===== src/adsr_pkg.sv =====
// ----------------------------------------------------------------------------
// adsr_pkg: shared types and constants for the ADSR envelope generator
// Level format Q1.24 (1.0 = 2^24), coefficients Q8.24, phase codes.
// ----------------------------------------------------------------------------
package adsr_pkg;

    localparam int LVL_W  = 25;
    localparam int COEF_W = 32;
    localparam int FRAC_W = 24;
    localparam int EXT_W  = COEF_W + 1;
    localparam int PROD_W = LVL_W + COEF_W;

    localparam int CFG_IDX_W  = 3;
    localparam int CFG_DATA_W = COEF_W;

    localparam logic [LVL_W-1:0] LVL_ONE   = LVL_W'(1) << FRAC_W;
    // 0.0001 rounded to the nearest Q.24 step
    localparam logic [LVL_W-1:0] LVL_FLOOR = LVL_W'(1678);

    typedef enum logic [2:0] {
        PH_IDLE    = 3'd0,
        PH_ATTACK  = 3'd1,
        PH_DECAY   = 3'd2,
        PH_SUSTAIN = 3'd3,
        PH_RELEASE = 3'd4
    } t_phase;

    typedef enum logic [CFG_IDX_W-1:0] {
        REG_EXP_MODE      = 3'd0,
        REG_ATTACK_COEF   = 3'd1,
        REG_DECAY_COEF    = 3'd2,
        REG_SUSTAIN_LEVEL = 3'd3,
        REG_RELEASE_COEF  = 3'd4
    } t_reg_idx;

endpackage


===== src/adsr_stream_if.sv =====
// ----------------------------------------------------------------------------
// adsr_stream_if: valid/ready channels for gate ticks and envelope results
// adsr_in_if carries one gate sample, adsr_out_if one level/phase result.
// ----------------------------------------------------------------------------
interface adsr_in_if;
    logic valid;
    logic ready;
    logic gate;

    modport source (output valid, output gate, input ready);
    modport sink   (input valid, input gate, output ready);
endinterface

interface adsr_out_if;
    logic                         valid;
    logic                         ready;
    logic [adsr_pkg::LVL_W-1:0]   level;
    adsr_pkg::t_phase             phase;

    modport source (output valid, output level, output phase, input ready);
    modport sink   (input valid, input level, input phase, output ready);
endinterface


===== src/adsr_envelope_generator.sv =====
// ----------------------------------------------------------------------------
// adsr_envelope_generator: ADSR envelope, one update per sample tick
// Gate edges start attack or release; linear or exponential steps.
// ----------------------------------------------------------------------------
// Usage:
//   i_in   : one request per audio tick carrying the gate level.
//   o_out  : one result per tick: the level after the step (Q1.24, 1.0 =
//            2^24) and the phase code.
//   i_cfg_*: register writes (index 0 mode, 1 attack, 2 decay, 3 sustain,
//            4 release); write only while no request is in flight.
// The gate is captured in an input register; edge detect, one 25x32
// multiply or add/subtract, compare and clamp then run combinationally
// into the result register.
// Throughput is one request per cycle while the receiver takes each
// result; the envelope state is updated by the same cycle that loads the
// result register, so the recurrence closes through the shared multiplier.
// Reset clears the envelope (level 0, idle, gate low), the config registers
// to 0, and empties both stages.
// A stalled receiver holds the result register; the input register still
// fills, then i_in.ready drops until the result is taken.
// ----------------------------------------------------------------------------
module adsr_envelope_generator (
    input  logic                                i_clk,
    input  logic                                i_rst_n,
    adsr_in_if.sink                             i_in,
    adsr_out_if.source                          o_out,
    input  logic                                i_cfg_we,
    input  logic [adsr_pkg::CFG_IDX_W-1:0]      i_cfg_idx,
    input  logic [adsr_pkg::CFG_DATA_W-1:0]     i_cfg_data
);

    localparam int LVL_W  = adsr_pkg::LVL_W;
    localparam int COEF_W = adsr_pkg::COEF_W;
    localparam int EXT_W  = adsr_pkg::EXT_W;
    localparam int PROD_W = adsr_pkg::PROD_W;
    localparam int FRAC_W = adsr_pkg::FRAC_W;

    // configuration
    logic                r_exp_mode;
    logic [COEF_W-1:0]   r_attack_coef;
    logic [COEF_W-1:0]   r_decay_coef;
    logic [LVL_W-1:0]    r_sustain;
    logic [COEF_W-1:0]   r_release_coef;

    // envelope state
    logic [LVL_W-1:0]    r_level;
    adsr_pkg::t_phase    r_phase;
    logic                r_last_gate;

    // pipeline
    logic                r_in_valid;
    logic                r_in_gate;
    logic                r_out_valid;
    logic [LVL_W-1:0]    r_out_level;
    adsr_pkg::t_phase    r_out_phase;

    logic                s_adv;
    logic                s_in_fire;

    logic                n_edge;
    logic [LVL_W-1:0]    n_lvl0;
    adsr_pkg::t_phase    n_ph0;
    logic [COEF_W-1:0]   n_coef;
    logic [LVL_W-1:0]    n_sus;
    logic [LVL_W-1:0]    n_limit;
    logic [PROD_W-1:0]   n_prod;
    logic [EXT_W-1:0]    n_mul;
    logic [EXT_W-1:0]    n_sum;
    logic [EXT_W-1:0]    n_sub;
    logic                n_below;
    logic [EXT_W-1:0]    n_v;
    adsr_pkg::t_phase    n_phase;
    logic [LVL_W-1:0]    n_level;

    assign s_adv     = r_in_valid && (!r_out_valid || o_out.ready);
    assign s_in_fire = i_in.valid && i_in.ready;

    assign i_in.ready  = !r_in_valid || s_adv;
    assign o_out.valid = r_out_valid;
    assign o_out.level = r_out_level;
    assign o_out.phase = r_out_phase;

    always_comb begin
        n_edge = r_in_gate != r_last_gate;
        n_lvl0 = (n_edge && r_in_gate) ? adsr_pkg::LVL_FLOOR : r_level;
        if (n_edge) begin
            n_ph0 = r_in_gate ? adsr_pkg::PH_ATTACK : adsr_pkg::PH_RELEASE;
        end else begin
            n_ph0 = r_phase;
        end

        case (n_ph0)
            adsr_pkg::PH_ATTACK: n_coef = r_attack_coef;
            adsr_pkg::PH_DECAY:  n_coef = r_decay_coef;
            default:             n_coef = r_release_coef;
        endcase

        n_sus   = (r_sustain > adsr_pkg::LVL_ONE) ? adsr_pkg::LVL_ONE : r_sustain;
        n_limit = (n_ph0 == adsr_pkg::PH_DECAY) ? n_sus : adsr_pkg::LVL_FLOOR;

        n_prod = PROD_W'(n_lvl0) * PROD_W'(n_coef);
        n_mul  = n_prod[PROD_W-1:FRAC_W];
        n_sum  = EXT_W'(n_lvl0) + EXT_W'(n_coef);
        n_sub  = EXT_W'(n_lvl0) - EXT_W'(n_coef);

        if (r_exp_mode) begin
            n_below = n_mul <= EXT_W'(n_limit);
        end else begin
            n_below = (EXT_W'(n_coef) >= EXT_W'(n_lvl0)) || (n_sub <= EXT_W'(n_limit));
        end

        n_phase = n_ph0;
        n_v     = EXT_W'(n_lvl0);
        case (n_ph0)
            adsr_pkg::PH_ATTACK: begin
                n_v = r_exp_mode ? n_mul : n_sum;
                if (n_v >= EXT_W'(adsr_pkg::LVL_ONE)) begin
                    n_v     = EXT_W'(adsr_pkg::LVL_ONE);
                    n_phase = adsr_pkg::PH_DECAY;
                end
            end
            adsr_pkg::PH_DECAY: begin
                if (n_below) begin
                    n_v     = EXT_W'(n_sus);
                    n_phase = adsr_pkg::PH_SUSTAIN;
                end else begin
                    n_v = r_exp_mode ? n_mul : n_sub;
                end
            end
            adsr_pkg::PH_RELEASE: begin
                if (n_below) begin
                    n_v     = '0;
                    n_phase = adsr_pkg::PH_IDLE;
                end else begin
                    n_v = r_exp_mode ? n_mul : n_sub;
                end
            end
            default: begin
                n_v = EXT_W'(n_lvl0);
            end
        endcase

        // exponential decay with a factor above one can overshoot
        n_level = (n_v > EXT_W'(adsr_pkg::LVL_ONE)) ? adsr_pkg::LVL_ONE : n_v[LVL_W-1:0];
    end

    always_ff @(posedge i_clk) begin
        if (!i_rst_n) begin
            r_exp_mode     <= 1'b0;
            r_attack_coef  <= '0;
            r_decay_coef   <= '0;
            r_sustain      <= '0;
            r_release_coef <= '0;
        end else if (i_cfg_we) begin
            case (i_cfg_idx)
                adsr_pkg::REG_EXP_MODE:      r_exp_mode     <= i_cfg_data[0];
                adsr_pkg::REG_ATTACK_COEF:   r_attack_coef  <= i_cfg_data;
                adsr_pkg::REG_DECAY_COEF:    r_decay_coef   <= i_cfg_data;
                adsr_pkg::REG_SUSTAIN_LEVEL: r_sustain      <= i_cfg_data[LVL_W-1:0];
                adsr_pkg::REG_RELEASE_COEF:  r_release_coef <= i_cfg_data;
                default: ;
            endcase
        end
    end

    always_ff @(posedge i_clk) begin
        if (!i_rst_n) begin
            r_in_valid  <= 1'b0;
            r_out_valid <= 1'b0;
            r_level     <= '0;
            r_phase     <= adsr_pkg::PH_IDLE;
            r_last_gate <= 1'b0;
        end else begin
            if (s_in_fire) begin
                r_in_valid <= 1'b1;
            end else if (s_adv) begin
                r_in_valid <= 1'b0;
            end

            if (s_adv) begin
                r_out_valid <= 1'b1;
                r_level     <= n_level;
                r_phase     <= n_phase;
                r_last_gate <= r_in_gate;
            end else if (o_out.ready) begin
                r_out_valid <= 1'b0;
            end
        end
    end

    always_ff @(posedge i_clk) begin
        if (s_in_fire) begin
            r_in_gate <= i_in.gate;
        end
        if (s_adv) begin
            r_out_level <= n_level;
            r_out_phase <= n_phase;
        end
    end

    a_level_range: assert property (@(posedge i_clk) disable iff (!i_rst_n)
        r_out_valid |-> (r_out_level <= adsr_pkg::LVL_ONE))
        else $error("envelope level above 1.0");

    a_idle_zero: assert property (@(posedge i_clk) disable iff (!i_rst_n)
        (r_phase == adsr_pkg::PH_IDLE) |-> (r_level == '0))
        else $error("idle phase with nonzero level");

    a_gate_phase: assert property (@(posedge i_clk) disable iff (!i_rst_n)
        ((r_phase == adsr_pkg::PH_ATTACK) || (r_phase == adsr_pkg::PH_DECAY) ||
         (r_phase == adsr_pkg::PH_SUSTAIN)) |-> r_last_gate)
        else $error("gated phase with gate low");

    a_release_gate: assert property (@(posedge i_clk) disable iff (!i_rst_n)
        (r_phase == adsr_pkg::PH_RELEASE) |-> !r_last_gate)
        else $error("release phase with gate high");

    a_state_hold: assert property (@(posedge i_clk) disable iff (!i_rst_n)
        !s_adv |=> ($stable(r_level) && $stable(r_phase) && $stable(r_last_gate)))
        else $error("envelope state moved without a step");

endmodule

===== src/flat_wrapper.sv =====
// flat-port wrapper written by rule: the top's interface ports become plain ports
module adsr_envelope_generator_flat 
  (i_clk, i_rst_n, i_cfg_we, i_cfg_idx, i_cfg_data, i_in_valid, i_in_gate, i_in_ready, o_out_valid, o_out_level, o_out_phase, o_out_ready);
  adsr_in_if i_in_i ();
  adsr_out_if o_out_i ();
  input  logic i_clk;
  input  logic i_rst_n;
  input  logic i_cfg_we;
  input  logic [adsr_pkg::CFG_IDX_W-1:0] i_cfg_idx;
  input  logic [adsr_pkg::CFG_DATA_W-1:0] i_cfg_data;
  input wire logic [$bits(i_in_i.valid)-1:0] i_in_valid;
  input wire logic [$bits(i_in_i.gate)-1:0] i_in_gate;
  output wire logic [$bits(i_in_i.ready)-1:0] i_in_ready;
  output wire logic [$bits(o_out_i.valid)-1:0] o_out_valid;
  output wire logic [$bits(o_out_i.level)-1:0] o_out_level;
  output wire logic [$bits(o_out_i.phase)-1:0] o_out_phase;
  input wire logic [$bits(o_out_i.ready)-1:0] o_out_ready;
  assign i_in_i.valid = i_in_valid;
  assign i_in_i.gate = i_in_gate;
  assign i_in_ready = i_in_i.ready;
  assign o_out_valid = o_out_i.valid;
  assign o_out_level = o_out_i.level;
  assign o_out_phase = o_out_i.phase;
  assign o_out_i.ready = o_out_ready;
  adsr_envelope_generator u_core (.i_clk(i_clk), .i_rst_n(i_rst_n), .i_in(i_in_i), .o_out(o_out_i), .i_cfg_we(i_cfg_we), .i_cfg_idx(i_cfg_idx), .i_cfg_data(i_cfg_data));
endmodule

===== config.mk =====
export PLATFORM = sky130hd
export DESIGN_NAME = adsr_envelope_generator_flat
export DESIGN_NICKNAME = d
export VERILOG_FILES = /design/src/adsr_pkg.sv /design/src/adsr_stream_if.sv /design/src/adsr_envelope_generator.sv /design/src/flat_wrapper.sv
export SDC_FILE = /design/constraint.sdc
export NUM_CORES = 2
export LEC_CHECK = 0
export ABC_AREA = 0
export BUFFER_PORTS_ARGS = -buffer_cell sky130_fd_sc_hd__buf_2
export CAP_MARGIN = 0
export CORE_ASPECT_RATIO = 0.6
export CORE_MARGIN = 4
export CORE_UTILIZATION = 65
export DETAILED_ROUTE_END_ITERATION = 10
export PLACE_DENSITY = 0.86
export SLEW_MARGIN = 40
export SYNTH_ARGS = -nofsm -noshare
export SYNTH_HDL_FRONTEND = slang
export SYNTH_SLANG_ARGS = --single-unit

===== constraint.sdc =====
create_clock -name i_clk -period 15.9 [get_ports i_clk]
set_input_delay 1.59 -clock i_clk [delete_from_list [all_inputs] [get_ports i_clk]]
set_output_delay 1.59 -clock i_clk [all_outputs]
set_load 0.05 [all_outputs]

* Word level (Yosys, flattened, before mapping) *
Index checks and enable logic that the tools add are counted.

word-level totals
  flip-flop bits (word level) = 182
  input bits = 41
  output and inout port bits = 30
  logic and storage cells = 68

operators by class
  add/sub/neg operators = 2
  multipliers = 1
  $lt $le $gt $ge = 6
  equal/unequal tests = 8
  muxes and demuxes = 22
  reductions and logical operators = 16

operators with widths
  kind                  count
  $mux 33               5
  $mux 25               4
  $pmux 33 s3           1
  $le 33x25->1          2
  $pmux 32 s2           1
  $mul 25x32->57        1
  $add 25x32->33        1
  $ge 33x25->1 const B  1
  $gt 33x25->1 const B  1
  $sub 25x32->33        1
  $ge 32x25->1          1
  $gt 25x25->1 const B  1
  $mux 3                5
  $reduce_and 2->1      5
  $eq 3x2->1 const B    3
  $pmux 3 s3            1
  $eq 3x1->1 const B    2
  $eq 3x3->1 const B    2
  $mux 1                5
  $reduce_bool 2->1     2
  $logic_and 1x1->1     3
  $logic_not 3->1       1
  $logic_or 1x1->1      3
  $logic_not 1->1       2
  $ne 1x1->1            1

* Logic depth before layout (Yosys ltp) *
  depth after elaboration = 12
  gate-level depth with buffers = 52
  depth with buffers taken out = 44

* Worst setup path before layout *
OpenSTA, ideal clock, no wires.

  kind = flip-flop to flip-flop
  start = reg u_core.r_in_gate
  end = reg u_core.r_out_level[7], in the netlist u_core.o_out.level[7] (data pin)
  setup time = 0.136 ns
  arrival time = 11.556 ns
  required time = 15.764 ns
  path slack = 4.208 ns
  stages on the path, launching flop included = 47
  buffers on the path = 7
  period minus slack after synthesis = 11.692 ns
  cell sequence = edfxtp_1 > ha_1 > buf_2 > and4bb_1 > buf_4 > nor3_2 > buf_2 > buf_1 > a221o_1 > buf_1 > nand2_1 > fa_1 > inv_1 > fa_1 > inv_1 > fa_1 > inv_1 > fa_1 > [11 not listed] > a32o_1 > o21ai_0 > xor2_1 > ha_1 > a21o_1 > a21o_1 > a211oi_1 > o21ai_0 > o21ai_1 > nand2_1 > o21ai_4 > a21oi_1 > a311o_1 > or4_1 > nor4_2 > a31oi_1 > buf_6 > nor2_2

on the way
  word-level cells in the longest chain between the ends = 12
  elaborated cells between the ends (all ways) = 27
  classes of those cells = add/sub: 2; mul: 1; order compare: 5; eq/ne: 4; mux: 13; reduce/logical: 2

RTL lines
  element                                                 line                            text
  from (decl)                                             adsr_envelope_generator.sv:52   logic r_in_gate;
  from (signal assigned)                                  adsr_envelope_generator.sv:193  r_in_gate <= i_in.gate;
  branches (longest 9 deep; another with $mul 25x32->57)  --
  $pmux 33 s3 (*)                                         adsr_envelope_generator.sv:114  case (n_ph0)
  $gt 33x25->1                                            adsr_envelope_generator.sv:144  n_level = (n_v > EXT_W'(adsr_pkg::LVL_ONE)) ? adsr_pkg::LVL_ONE : n_v[LVL_W-1:0];
  $mux 25 (*)                                             adsr_envelope_generator.sv:144
  via u_core.n_level[7]                                   adsr_envelope_generator.sv:73   logic [LVL_W-1:0] n_level;
  to (signal assigned)                                    adsr_envelope_generator.sv:196  r_out_level <= n_level;
  to (decl)                                               adsr_envelope_generator.sv:54   logic [LVL_W-1:0] r_out_level;

Mark *: on every way through the listed nets, which the timed path passes.
A chain may end at the register's enable or synchronous reset.

* Final worst setup path *
  start = reg u_core.r_in_gate
  end = reg u_core.r_out_level[23], in the netlist u_core.o_out.level[23] (data pin)

Same word-level chain as after synthesis.

==> results.md <==
* Status: completed
* Final core occ at 69.5%
* Max stage delay on crit path at 0.78 ns
* Netlist Area Pre-Place at 38400 sq um
* Clk root buf: clkbuf_16
* Final Max Slew Viols at 0
* DP HPWL at 123000 um
* Count leader, synth: nand2_1
* Routability cong. at 1.19
* Hold EP: u_core.r_decay_coef[10]$_SDFFE_PN0P_
* Rel. slew slack at 33.2%
* Ys async rst share at 0%
* Vias in the first global route at 35764
* CP most frequent cell: fa_1
* Placed Area at 39600 sq um
* Tmin final at 14.76 ns
* Initial antenna violation count at 10
* GRT Util Overall at 48.8%
* Peak fanout along the critical path at 36
* Row cnt at 68
* Post-CTS Resized at 0
* Tightest Pin Transition at 1.00 ns
* Post-synth top cells: 824 x nand2_1, 780 x inv_1, 688 x fa_1
* Max Cap Viol at 0
* Global-route wire length before repair at 228000 um
* Kind of critical path: reg -> reg
* Yosys warns at 0
* Die width at 322 um
* CTS Sinks at 182
* R2R Path Start: u_core.r_in_gate$_DFFE_PP_
* DR WL/cell at 28.2 um
* Area grow syn2layout at 4.96%
* CORE AREA at 58000 sq um
* Layout Cell Area excl Fill at 40300 sq um
* Yosys top cell by area: fa_1
* HP Start: u_core.r_decay_coef[10]$_SDFFE_PN0P_
* HP Class: reg -> reg
* Pwr/cell area at 43.4 nW/um^2
* DRC violations left at 0
* Synth top area cells: fa_1 36%, ha_1 9.4%, nand2_1 8.0%
* CTS Buffer Depth at 3
* FMAX at 67.7 MHz
* Setup Skew at 0.0336 ns
* Startpoint Class: flip-flop
* Arr. time, crit path at 15.11 ns
* FILL cells at 4579
* Reg2reg end: u_core.o_out.level[23]$_DFFE_PP_
* R2R cell count at 41
* Final ANT Viol Nets at 0
* Post-CTS Repair Setup Buffers at 0
* Initial DRC Count at 5912
* Setup WS post-layout at 1.14 ns
* Largest net degree at the start of global routing at 96
* Synth Flop Type: dfxtp_1
* PortBufs at 70
* Crit end category: flip-flop
* Syn Nets at 5792
* CTS Hold Bufs at 0
* Clk Latency, worst-skew pair at 0.51 ns
* Critical path's slowest cell: clkinv_1
* Worst hold path cell count at 2
* Cells after synthesis at 4773
* Nets at 5717
* Pre-CTS WS at 1.72 ns
* H-tree lvl count at 4
* Fin crit share at 92.8%
* Layout Cells excl Fill at 5479
* Average cell area after synthesis at 8.05 sq um
* Vias at 36693
* Final WL at 155000 um
* I/O pin cnt at 71
* Required time worst endpoint at 16.25 ns
* EDFF count, synth at 29
* Total design power at 1.75 mW
* Initial Util at 66.2%
* CTS buffer count at 25
* # setup viols final at 0
* RSZ-0062 raised after global routing: no
* Gr ovfl total at 0
* Area occupied by multi-input gates at 30600 sq um
* Clock transition at the registers of the reported paths at 0.08 ns
* Die height at 196 um
* FF+latch area at 3930 sq um
* DR pass1 iterations at 10
* Netlist cell types at 98
* Share of cells above drive strength 1 at 6.08%
* R2r setup slk at 1.14 ns
* Worst Hold Margin at 0.449 ns
* Die area at 63200 sq um
* #FFs+latches synth at 182
* Worst VDD drop at 0.0711 mV
* Setup TNS at 0 ns
* Placed Cells at 5441
* Seq/Total Area, Yosys at 10.2%
* Area fraction of the dominant cell type after synthesis at 35.8%
* Vias per inst at 6.70
* Leak at 18.1 nW
* TritonCTS clock tree: yes
* Hold Vio Cnt, Final at 0
==> flip-flops by register name, indices dropped and copies added (netlist names) <==
signal	cells
u_core.r_in_valid	1
u_core.r_level	25
u_core.r_sustain	25
u_core.o_out.valid	1
u_core.r_phase	3
u_core.o_out.phase	3
u_core.r_decay_coef	32
u_core.r_exp_mode	1
u_core.r_attack_coef	32
u_core.r_release_coef	32
u_core.o_out.level	25
u_core.r_last_gate	1
u_core.r_in_gate	1
==> worst max-delay path: cells and delay by family, from the launching register on <==
family	cells	cell delay, ns
fa+ha+maj	10	4.83
xor+xnor	1	0.27
simple gates	9	3.61
compound gates	14	3.31
flops	1	0.46
buf+inv	7	2.08
==> worst max path at each step <==
| stage | start | end | depth (start not counted) |
|---|---|---|---|
| after global routing | u_core.r_in_gate$_DFFE_PP_ | u_core.r_level[0]$_SDFFE_PN0P_ | 40 |
| after detailed placement | u_core.r_in_gate$_DFFE_PP_ | u_core.o_out.level[23]$_DFFE_PP_ | 42 |
| after global placement | u_core.r_in_gate$_DFFE_PP_ | u_core.o_out.level[14]$_DFFE_PP_ | 42 |
| final | u_core.r_in_gate$_DFFE_PP_ | u_core.o_out.level[23]$_DFFE_PP_ | 41 |
| after CTS | u_core.r_in_gate$_DFFE_PP_ | u_core.o_out.level[23]$_DFFE_PP_ | 42 |
| after floorplan | u_core.r_in_gate$_DFFE_PP_ | u_core.o_out.level[7]$_DFFE_PP_ | 46 |
==> placed cells by master (no fill, tap or decap), types with 8 or more instances in the layout <==
cell type,instances
o22ai_1,8
a211oi_1,15
o21ai_0,116
and2_1,41
o31a_1,10
nand2_1,824
nor2_1,516
clkinv_1,13
a221o_1,35
fa_1,688
inv_1,771
a221oi_1,11
xor2_1,16
mux2i_1,14
buf_2,70
ha_1,290
a21oi_1,293
xnor2_1,58
and4_1,8
o31ai_1,18
nor3_1,45
nand2b_1,31
a21o_1,32
a31oi_1,19
o21bai_1,16
clkbuf_16,25
nand3_1,47
nand4_1,55
o21a_1,16
nor2_2,18
and3_1,20
edfxtp_1,29
o211ai_1,28
buf_4,100
nor2b_1,20
nor4_1,25
a211o_1,8
a21boi_0,8
dfxtp_1,153
==> cell type report <==
class,count,area share (%)
repair buffers,172,2.79
clock inverters,5,0.257
diodes,5,0.0310
well taps,770,2.39
flip-flops and latches,182,9.75
clock buffers,28,1.63
multi-input cells,3524,75.8
inverters,793,7.40
==> cell families after synthesis <==
group,share of synthesized area (%)
flops,10.2
fa+ha+maj,45.3
compound gates,12.7
xor+xnor,1.69
mux,0.570
simple gates,19.1
buf+inv,10.5
==> power breakdown <==
group | internal, mW | leakage (nW) | switching, mW
registers | 0.488 | 1.52 | 0.0107
logic | 0.201 | 16.2 | 0.511
clock network | 0.340 | 0.374 | 0.202
total | 1.03 | 18.1 | 0.723
==> layer usage <==
layer  up-vias  wire length, um  track usage (%)
met4        22             8490             19.7
met2      3389            56400             62.4
met5         -              215             1.33
li1      14984                -                -
met1     17645            58500             67.8
met3       653            30900             27.4
(Power assumes the default switching activity.)
